## src/sv/dust_sensor_average_and_convert_assert.svh

```systemverilog
// ----------------------------------------------------------------------------
// Assertion macros for the dust sensor average and convert block
// Each macro expects clk and rst_n in scope and reports through $error.
// ----------------------------------------------------------------------------
`ifndef DUST_SENSOR_AVERAGE_AND_CONVERT_ASSERT_SVH
`define DUST_SENSOR_AVERAGE_AND_CONVERT_ASSERT_SVH

`ifndef ASSERT_OFF

// Check a property at every rising edge outside reset.
`define DSAC_ASSERT(lbl, prop) \
  lbl: assert property (@(posedge clk) disable iff (!rst_n) prop) \
    else $error("dsac assertion failed");

// Check that a condition implies another in the following cycle.
`define DSAC_ASSERT_NEXT(lbl, ante, cons) \
  lbl: assert property (@(posedge clk) disable iff (!rst_n) (ante) |=> (cons)) \
    else $error("dsac assertion failed");

`else

`define DSAC_ASSERT(lbl, prop)
`define DSAC_ASSERT_NEXT(lbl, ante, cons)

`endif

`endif

```

## src/sv/dsac_pkg.sv

```systemverilog
// ----------------------------------------------------------------------------
// dsac_pkg
// Widths, constants and state type of the dust sensor average and convert block.
// ----------------------------------------------------------------------------
`timescale 1ns / 1ps

package dsac_pkg;

  localparam int WINDOW_LEN = 10;
  localparam int SLOT_W     = (WINDOW_LEN > 1) ? $clog2(WINDOW_LEN) : 1;

  localparam int SAMPLE_W = 12;
  localparam int SUM_W    = 16;
  localparam int MV_W     = 16;
  localparam int RATIO_W  = 8;
  localparam int DENS_W   = 24;

  // Truncating divide by WINDOW_LEN as a multiply by a rounded-up reciprocal.
  // With a 20-bit shift the result is exact for every 16-bit sum.
  localparam int RECIP_SHIFT = 20;
  localparam int RECIP       = ((2 ** RECIP_SHIFT) + WINDOW_LEN - 1) / WINDOW_LEN;
  localparam int RECIP_W     = $clog2(RECIP + 1);

  localparam int REF_MV    = 3300;
  localparam int REF_MV_W  = 12;
  localparam int ADC_SHIFT = 12;
  localparam int DIVIDER   = 11;
  localparam int MV_MAX    = ((((2 ** SAMPLE_W) - 1) * REF_MV) / (2 ** ADC_SHIFT)) * DIVIDER;

  localparam logic [MV_W-1:0]    NO_DUST_RST = 16'd400;
  localparam logic [RATIO_W-1:0] RATIO_RST   = 8'd20;

  // Register select, taken from address bit 2
  localparam logic REG_NO_DUST = 1'b0;
  localparam logic REG_RATIO   = 1'b1;

  localparam int CFG_AW = 3;
  localparam int CFG_DW = 32;

  localparam int IN_DW  = 16;
  localparam int OUT_DW = 64;

  typedef enum logic [2:0] {
    ST_IDLE,
    ST_SUM,
    ST_AVG,
    ST_SCALE,
    ST_MV,
    ST_DENS
  } dsac_state_t;

endpackage

```

## src/sv/dust_sensor_average_and_convert.sv

```systemverilog
// ----------------------------------------------------------------------------
// dust_sensor_average_and_convert
// Ten-sample moving average of a 12-bit reading, then millivolts and dust density.
// ----------------------------------------------------------------------------
// One item is in flight at a time: the sample ring memory is read at the
// accepting edge, then come the ring write and running sum update, the
// reciprocal multiply for the average, the two millivolt scaling multiplies
// and the density multiply, with which the result reaches the output register.
// The next item is taken once the sequencer is back in idle; a result left
// waiting in the output register holds the sequencer in its last step. The
// ring needs no clearing pass: entries not yet written since the first sample
// read as that sample.
`timescale 1ns / 1ps
`include "dust_sensor_average_and_convert_assert.svh"

module dust_sensor_average_and_convert
  import dsac_pkg::*;
(
  input  logic                clk,
  input  logic                rst_n,
  // Input stream
  input  logic                in_tvalid,
  output logic                in_tready,
  input  logic [IN_DW-1:0]    in_tdata,      // [11:0] sample
  // Result stream
  output logic                out_tvalid,
  input  logic                out_tready,
  output logic [OUT_DW-1:0]   out_tdata,     // [11:0] raw_sample, [23:12] averaged,
                                             // [39:24] voltage_mv, [63:40] density_centi
  // Configuration port
  input  logic                cfg_psel,
  input  logic                cfg_penable,
  input  logic                cfg_pwrite,
  input  logic [CFG_AW-1:0]   cfg_paddr,
  input  logic [CFG_DW-1:0]   cfg_pwdata,
  output logic [CFG_DW-1:0]   cfg_prdata,
  output logic                cfg_pready
);

  // Control
  dsac_state_t state_r, state_nxt;
  logic        accept;
  logic        mem_we;
  logic        out_load;

  logic [SLOT_W-1:0]   slot_r;
  logic                wrapped_r;
  logic                first_pend_r;
  logic                out_valid_r;

  // Datapath
  logic [SAMPLE_W-1:0] sample_r;
  logic [SAMPLE_W-1:0] first_r;
  logic [SAMPLE_W-1:0] rdata_r;
  logic [SUM_W-1:0]    sum_r;
  logic [SUM_W-1:0]    sum_nxt;
  logic [SAMPLE_W-1:0] old_sample;
  logic [SAMPLE_W-1:0] avg_r;
  logic [SAMPLE_W-1:0] scaled_r;
  logic [MV_W-1:0]     mv_r;
  logic [OUT_DW-1:0]   out_data_r;

  logic [SUM_W+RECIP_W-1:0]      avg_prod;
  logic [SAMPLE_W+REF_MV_W-1:0]  scale_prod;
  logic [MV_W-1:0]               mv_nxt;
  logic [MV_W-1:0]               mv_diff;
  logic [DENS_W-1:0]             dens;

  // Configuration registers
  logic [MV_W-1:0]    no_dust_r;
  logic [RATIO_W-1:0] ratio_r;
  logic               cfg_wr;

  // Sample ring
  logic [SAMPLE_W-1:0] ring_mem [WINDOW_LEN];

  // --------------------------------------------------------------------------
  // Configuration port
  // --------------------------------------------------------------------------
  assign cfg_pready = 1'b1;
  assign cfg_wr     = cfg_psel & cfg_penable & cfg_pwrite & cfg_pready;

  always_ff @(posedge clk) begin
    if (!rst_n) begin
      no_dust_r <= NO_DUST_RST;
      ratio_r   <= RATIO_RST;
    end else if (cfg_wr) begin
      case (cfg_paddr[2])
        REG_NO_DUST: no_dust_r <= cfg_pwdata[MV_W-1:0];
        REG_RATIO:   ratio_r   <= cfg_pwdata[RATIO_W-1:0];
        default: ;
      endcase
    end
  end

  always_comb begin
    case (cfg_paddr[2])
      REG_NO_DUST: cfg_prdata = {{(CFG_DW-MV_W){1'b0}}, no_dust_r};
      REG_RATIO:   cfg_prdata = {{(CFG_DW-RATIO_W){1'b0}}, ratio_r};
      default:     cfg_prdata = '0;
    endcase
  end

  // --------------------------------------------------------------------------
  // Sequencer
  // --------------------------------------------------------------------------
  always_comb begin
    state_nxt = state_r;
    case (state_r)
      ST_IDLE:  if (in_tvalid) state_nxt = ST_SUM;
      ST_SUM:   state_nxt = ST_AVG;
      ST_AVG:   state_nxt = ST_SCALE;
      ST_SCALE: state_nxt = ST_MV;
      ST_MV:    state_nxt = ST_DENS;
      ST_DENS:  if (!out_valid_r || out_tready) state_nxt = ST_IDLE;
      default:  state_nxt = ST_IDLE;
    endcase
  end

  always_comb begin
    in_tready = 1'b0;
    mem_we    = 1'b0;
    out_load  = 1'b0;
    case (state_r)
      ST_IDLE:  in_tready = 1'b1;
      ST_SUM:   mem_we    = !first_pend_r;
      ST_DENS:  out_load  = !out_valid_r || out_tready;
      default: ;
    endcase
  end

  assign accept = in_tvalid & in_tready;

  always_ff @(posedge clk) begin
    if (!rst_n) begin
      state_r      <= ST_IDLE;
      slot_r       <= '0;
      wrapped_r    <= 1'b0;
      first_pend_r <= 1'b1;
      out_valid_r  <= 1'b0;
    end else begin
      state_r <= state_nxt;
      if (state_r == ST_SUM) begin
        first_pend_r <= 1'b0;
        // The first sample fills the ring implicitly and leaves the slot alone
        if (!first_pend_r) begin
          if (slot_r == SLOT_W'(WINDOW_LEN - 1)) begin
            slot_r    <= '0;
            wrapped_r <= 1'b1;
          end else begin
            slot_r <= slot_r + SLOT_W'(1);
          end
        end
      end
      if (out_load) begin
        out_valid_r <= 1'b1;
      end else if (out_tready) begin
        out_valid_r <= 1'b0;
      end
    end
  end

  // --------------------------------------------------------------------------
  // Ring memory: read on accept, write back during the sum step
  // --------------------------------------------------------------------------
  always_ff @(posedge clk) begin
    if (mem_we) begin
      ring_mem[slot_r] <= sample_r;
    end
    if (accept) begin
      rdata_r <= ring_mem[slot_r];
    end
  end

  // --------------------------------------------------------------------------
  // Arithmetic
  // --------------------------------------------------------------------------
  // Before the first wrap every read hits an entry the first sample filled
  assign old_sample = wrapped_r ? rdata_r : first_r;

  always_comb begin
    if (first_pend_r) begin
      sum_nxt = SUM_W'({{(SUM_W-SAMPLE_W){1'b0}}, sample_r} * SUM_W'(WINDOW_LEN));
    end else begin
      sum_nxt = sum_r - {{(SUM_W-SAMPLE_W){1'b0}}, old_sample}
                      + {{(SUM_W-SAMPLE_W){1'b0}}, sample_r};
    end
  end

  assign avg_prod   = {{RECIP_W{1'b0}}, sum_r} * (SUM_W+RECIP_W)'(RECIP);
  assign scale_prod = {{REF_MV_W{1'b0}}, avg_r} * (SAMPLE_W+REF_MV_W)'(REF_MV);
  assign mv_nxt     = MV_W'({{(MV_W-SAMPLE_W){1'b0}}, scaled_r} * MV_W'(DIVIDER));
  assign mv_diff    = mv_r - no_dust_r;

  always_comb begin
    if (mv_r > no_dust_r) begin
      dens = {{(DENS_W-MV_W){1'b0}}, mv_diff} * {{(DENS_W-RATIO_W){1'b0}}, ratio_r};
    end else begin
      dens = '0;
    end
  end

  always_ff @(posedge clk) begin
    if (accept) begin
      sample_r <= in_tdata[SAMPLE_W-1:0];
    end
    if (state_r == ST_SUM) begin
      sum_r <= sum_nxt;
      if (first_pend_r) begin
        first_r <= sample_r;
      end
    end
    if (state_r == ST_AVG) begin
      avg_r <= avg_prod[RECIP_SHIFT +: SAMPLE_W];
    end
    if (state_r == ST_SCALE) begin
      scaled_r <= scale_prod[ADC_SHIFT +: SAMPLE_W];
    end
    if (state_r == ST_MV) begin
      mv_r <= mv_nxt;
    end
    if (out_load) begin
      out_data_r <= {dens, mv_r, avg_r, sample_r};
    end
  end

  assign out_tvalid = out_valid_r;
  assign out_tdata  = out_data_r;

  // --------------------------------------------------------------------------
  // Assertions
  // --------------------------------------------------------------------------
  `DSAC_ASSERT(a_slot_in_ring, slot_r <= SLOT_W'(WINDOW_LEN - 1))
  `DSAC_ASSERT_NEXT(a_wrap_sticks, wrapped_r, wrapped_r)
  `DSAC_ASSERT_NEXT(a_first_done, state_r == ST_SUM, !first_pend_r)
  `DSAC_ASSERT_NEXT(a_accept_to_sum, accept, state_r == ST_SUM)
  `DSAC_ASSERT(a_mv_range, state_r == ST_DENS |-> mv_r <= MV_W'(MV_MAX))

endmodule
```

## config.mk

```make
export PLATFORM = sky130hd
export DESIGN_NAME = dust_sensor_average_and_convert
export DESIGN_NICKNAME = d
export VERILOG_FILES = /design/src/sv/dsac_pkg.sv /design/src/sv/dust_sensor_average_and_convert.sv
export VERILOG_INCLUDE_DIRS = /design/src /design/src/sv
export SDC_FILE = /design/constraint.sdc
export NUM_CORES = 1
export LEC_CHECK = 0
export BUFFER_PORTS_ARGS = -buffer_cell sky130_fd_sc_hd__buf_2
export CORE_AREA = 8 8 262 264
export CTS_BUF_LIST = sky130_fd_sc_hd__clkbuf_16
export DETAILED_ROUTE_END_ITERATION = 10
export DIE_AREA = 0 0 270 272
export PLACE_DENSITY_LB_ADDON = 0.3
export SLEW_MARGIN = 40
export SYNTH_ARGS = -nofsm -noshare
export SYNTH_HDL_FRONTEND = slang
export SYNTH_SLANG_ARGS = --single-unit
```

## constraint.sdc

```tcl
create_clock -name clk -period 7.75 [get_ports clk]
set_input_delay 0 -clock clk [delete_from_list [all_inputs] [get_ports clk]]
set_output_delay 0 -clock clk [all_outputs]
set_load 0.02 [all_outputs]
```

# Word-level counts from Yosys, hierarchy flattened
# Memory sizes are Yosys's and may differ from the RTL's. A register that Yosys moved wholly into a read port is not among the register bits.
# Cells that the tools add are included.
# op_classes
addsub,4
n_mul,5
order_cmp,1
eq_ne,8
mux,14
n_bitwise,5
reduce_logical,11
# op_table
operator,n
case mux 32 bit (2 select lines),1
multiplier 16 x 16 -> 31 bit (second input constant),1
multiplier 16 x 8 -> 24 bit,1
multiplier 12 x 10 -> 22 bit (second input constant),1
case mux 3 bit (6 select lines),1
adder 16 x 12 -> 16 bit,1
greater-than comparator 16 bit,1
multiplier 12 x 4 -> 16 bit (second input constant),1
2-to-1 mux 16 bit,1
subtractor 16 x 12 -> 16 bit,1
subtractor 16 bit,1
multiplier 12 x 3 -> 15 bit (second input constant),1
2-to-1 mux 12 bit,1
AND reduction 2 bit,5
2-to-1 mux 1 bit,7
equality test 3 x 2 -> 1 bit (second input constant),2
equality test 3 bit (second input constant),2
2-to-1 mux 3 bit,2
adder 4 x 1 -> 4 bit (second input constant),1
equality test 4 bit (second input constant),1
2-to-1 mux 4 bit,1
!= test 2 bit (second input constant),2
AND 1 bit,3
equality test 3 x 1 -> 1 bit (second input constant),1
other kinds (6),8
# word_totals
reg_bits,178
ram_bits,120
input_bits,58
out_inout_bits,99
n_memories,1
# memory_table
name,words,word_bits,rd,rd_clocked_by_memory_dff,write_ports,line_no,source
ring_mem,10,12,1,1,1,dust_sensor_average_and_convert.sv:75,logic [SAMPLE_W-1:0] ring_mem [WINDOW_LEN];

# Depth between registers and ports, before layout
# logic_depth
ltp_word,4
ltp_mapped,27

# Worst setup path before layout
# No wires, ideal clock.
# synth_timing
path_type,flip-flop to flip-flop
from,reg mv_r[4]
to,reg out_data_r[63] (netlist: out_tdata[63]) (data pin)
setup_time_ps,260
arrival_time_ps,5816
setup_slack_ps,1674
stages_incl_launch_ff,24
path_buffers,0
synth_period_minus_slack_ps,6076
cell_sequence,edfxtp_1 -> ha_1 -> a21o_1 -> a21o_1 -> o21bai_4 -> a21o_1 -> a21oi_2 -> o21ai_1 -> a21oi_4 -> mux2_1 -> fa_1 -> inv_1 -> fa_1 -> fa_1 -> inv_1 -> fa_1 -> inv_1 -> ha_1 -> nand3_1 -> nor3b_1 -> o21ai_0 -> a31o_2 -> a21oi_1 -> mux2i_1
# synth_via
elab_chain_cells,2
elab_cells_between_ends,3
# synth_lines
item,line_no,source
from (decl),dust_sensor_average_and_convert.sv:60,logic [MV_W-1:0] mv_r;
from (signal assigned),dust_sensor_average_and_convert.sv:220,mv_r <= mv_nxt;
subtractor 16 bit,dust_sensor_average_and_convert.sv:193,assign mv_diff = mv_r - no_dust_r;
multiplier 16 x 8 -> 24 bit,dust_sensor_average_and_convert.sv:197,"dens = {{(DENS_W-MV_W){1'b0}}, mv_diff} * {{(DENS_W-RATIO_W){1'b0}}, ratio_r};"
to (signal assigned),dust_sensor_average_and_convert.sv:223,"out_data_r <= {dens, mv_r, avg_r, sample_r};"
to (decl),dust_sensor_average_and_convert.sv:61,logic [OUT_DW-1:0] out_data_r;
# Parallel ways exist; a longest one is shown, timed or not.
# A chain may end at the register's enable or synchronous reset.

# Final worst setup path
# layout_timing
from,reg no_dust_r[1]
to,reg out_data_r[61] (netlist: out_tdata[61]) (data pin)
# layout_via
elab_chain_cells,2
elab_cells_between_ends,3
# layout_lines
item,line_no,source
from (decl),dust_sensor_average_and_convert.sv:70,logic [MV_W-1:0] no_dust_r;
from (signal assigned),dust_sensor_average_and_convert.sv:89,REG_NO_DUST: no_dust_r <= cfg_pwdata[MV_W-1:0];
subtractor 16 bit,dust_sensor_average_and_convert.sv:193,
multiplier 16 x 8 -> 24 bit,dust_sensor_average_and_convert.sv:197,
# Parallel ways exist; a longest one is shown, timed or not.

==> impl_results.md <==
- Clock Pin Slew Worst Setup and Hold Paths: 60 ps
- Seq/Total Area, Yosys: 35.1%
- Post-synth EDFFs: 276
- Post-Synth XOR/XNOR Area: 2.60%
- Setup TNS: 0 ps
- Max layer used: met4
- Slew Limit Headroom: 45.7%
- Buffers on Ports: 117
- FP Rows: 94
- Adder-Cell Fraction of Synth Area: 32.6%
- Mux cell area share after synthesis: 3.60%
- Metal3 WL: 2630 um
- Worst Clk Skew: 38.6 ps
- Hold worst-path end: sample_r[2]
- Synthesized netlist cell count: 2290
- Worst min path class: primary input to register
- Routed WL: 57000 um
- Number of global-route vias before repair: 17812
- Vias post-DR: 16636
- Diode count: 0
- Final Hold Viols: 0
- Met2 WL: 28800 um
- Synth cell types: 74
- Top FF cell, synth: edfxtp_1
- Largest net degree at the start of global routing: 48
- Post-DRT Antenna Nets: 0
- DRT met1 WL: 24300 um
- Netlist Area Pre-Place: 0.0256 sq mm
- Final setup violating endpoints: 0
- First-pass GRT wire length: 93500 um
- Max Fclk: 150 MHz
- Final worst path period need: 6680 ps
- Root buffer cell: clkbuf_16
- Number of iterations in the first detailed-routing pass: 5
- Post-synthesis compound-gate area fraction: 7.90%
- R2r setup slk: 1070 ps
- Initial antenna violation count: 0
- Tcrit/Tclk final: 86.2%
- CTS Buf Count: 38
- Die Span X: 270 um
- Synth Area in Simple Gates: 10.0%
- Post-synth ARST share: 0%
- Slew @ Worst Pin: 813 ps
- Placer Congestion: 0.855
- Synth warn: 0
- Residual DRC count: 0
- CTS resizes: 0
- Core box area: 0.0648 sq mm
- FF+latch count, synth: 310
- Vert. Die Dim: 272 um
- Deepest clock path buffer count: 3
- I/O pin total: 157
- Worst R2R Start: no_dust_r[1]
- Startpoint type of the worst setup path: register
- Outcome: complete, no violations
- Largest family of logic cells by synthesized area: adder cells
- Remaining global-route overflow: 0
- Top fanout value on the critical path: 8
- CTS tree: done
- Fraction of layout cells with a size suffix above 1: 11.2%
- Clk Latency, worst-skew pair: 580 ps
- Max Cap Viol: 0
- WP data required: 8030 ps
- Iter 0 DRT Violations: 732
- Die area: 0.0734 sq mm
- H-tree depth: 2
- Crit path DAT: 6960 ps
- Via density: 4.97
- R2r worst-path depth: 24
- RSZ-0062 raised after global routing: no
- Clk sinks: 310
- Area growth from synthesis to layout: 13.0%
- Worst reg2reg path endpoint: out_tdata[61]
- Final Max Tran Viols: 0
- Hold_sp: in_tdata[2]
- Fin nets: 3047
- Starting density of the core: 39.5%
- Hold Path Stages: 2
- Crit. End Element: register
- Syn Area/Cell: 11.2 sq um
- DP Wirelength: 43900 um
- WL/cell: 17.0 um
- Crit path kind: register to register
- Total GRT Usage: 15.7%
[sequential cells by signal, summed over array words and instances (netlist names)]
register and cells:
ring_mem 120, wrapped_r 1, rdata_r 12, out_tdata 64, ratio_r 8, mv_r 16, slot_r 4, sample_r 12
avg_r 12, no_dust_r 16, first_pend_r 1, first_r 12, out_tvalid 1, state_r 3, sum_r 16, scaled_r 12
[worst max path at each step]
stage / startpoint / to
5_1_grt: no_dust_r[1] / out_tdata[59]
3_3_place_gp: mv_r[1] / out_tdata[61]
2_1_floorplan: mv_r[4] / out_tdata[63]
3_5_place_dp: mv_r[1] / out_tdata[61]
4_1_cts: no_dust_r[1] / out_tdata[61]
6_report: no_dust_r[1] / out_tdata[61]
[final cells by class]
cell class | instances | area, sq um
fill | 5979 | 35900
sequential | 310 | 8980
timing repair buffer | 185 | 1230
tap | 864 | 1080
clock inverter | 29 | 337
multi-input combinational | 1486 | 14600
clock buffer | 41 | 1030
inverter | 432 | 1620
[cells in the mapped netlist (all sizes together) (6+ instances only)]
| library cell | number | area [sq um] |
|---|---|---|
| nor3 | 35 | 180 |
| a211oi | 21 | 158 |
| or2 | 7 | 43.8 |
| dfxtp | 34 | 681 |
| xor2 | 25 | 219 |
| buf | 30 | 205 |
| a21o | 35 | 265 |
| nor3b | 16 | 125 |
| mux4 | 24 | 541 |
| a21oi | 83 | 430 |
| mux2 | 16 | 180 |
| o21bai | 6 | 56.3 |
| and2 | 72 | 450 |
| a21boi | 27 | 203 |
| xnor2 | 51 | 447 |
| nand2 | 135 | 507 |
| nand3 | 25 | 125 |
| a31oi | 14 | 87.6 |
| nand4 | 14 | 87.6 |
| mux2i | 20 | 200 |
| inv | 432 | 1620 |
| o211ai | 13 | 133 |
| edfxtp | 276 | 8290 |
| clkbuf | 46 | 233 |
| nand2b | 24 | 150 |
| fa | 218 | 4360 |
| nand3b | 11 | 82.6 |
| nor2 | 74 | 278 |
| ha | 318 | 3980 |
| nor2b | 39 | 244 |
| nor4b | 8 | 70.1 |
| and3 | 11 | 68.8 |
| o21ai | 62 | 310 |
| o21a | 15 | 113 |
| nor4 | 7 | 43.8 |
| or3 | 7 | 43.8 |
[cells by family after synthesis]
kind of cell    count (synthesis)
simple gates                  493
buf+inv                       509
flops                         310
xor+xnor                       76
fa+ha+maj                     536
compound gates                304
mux                            60
other cells                     2
[per-layer routing]
| layer | global-route usage (%) | vias to the layer above |
|---|---|---|
| li1 | - | 8034 |
| met1 | 19.1 | 8218 |
| met2 | 28.3 | 307 |
| met4 | 4.33 | 0 |
| met3 | 2.97 | 77 |
| met5 | 0 | - |
[critical path, stage by stage (launching register included)]
cell and delay, ps:
dfxtp_1 380, inv_1 80, ha_1 290, nor2b_1 130
o21ai_0 220, a21oi_1 110, o21ai_0 320, a21boi_1 140
o21ai_1 160, a21boi_1 200, or3b_2 540, fa_1 540
inv_1 60, fa_1 460, fa_1 540, inv_1 50
fa_1 520, inv_1 40, ha_1 340, nand3_1 80
nor3b_1 400, o21ai_0 260, a31o_2 270, a21boi_0 170
nor3_1 70
[per-stage QoR]
stage	hold WS [ps]	utilization, %	setup slack (ps)	area (sq um)	std cells
after floorplan	98.9	-	1670	25600	2305
after global placement	177	41.6	1160	27000	3226
after detailed placement	178	41.7	1140	27000	3226
after CTS	87.4	44.5	1080	28900	3347
after global routing	117	44.6	605	28900	3347
final	127	44.6	1070	28900	3347
[placed cells by master, fill, tap and decap left out, drive strengths merged, types with 27 or more instances in the layout]
cell type | synthesis | final
nand2 | 135 | 135
edfxtp | 276 | 276
inv | 432 | 442
xnor2 | 51 | 51
nor2b | 39 | 39
fa | 218 | 218
a21oi | 83 | 83
and2 | 72 | 72
nor2 | 74 | 74
o21ai | 62 | 62
clkbuf | 46 | 41
dfxtp | 34 | 34
nor3 | 35 | 35
buf | 30 | 134
a21boi | 27 | 27
ha | 318 | 318
dlygate4sd3 | 0 | 51
a21o | 35 | 35
[timing repair]
item	4_1_cts	5_1_grt
endpoints found under the hold margin	44	0
buffers inserted	0	0
hold buffers	51	0
Power is left out: the tool's default activity adds up to more than one toggle a clock period on the data nets, which glitch-free logic cannot reach.
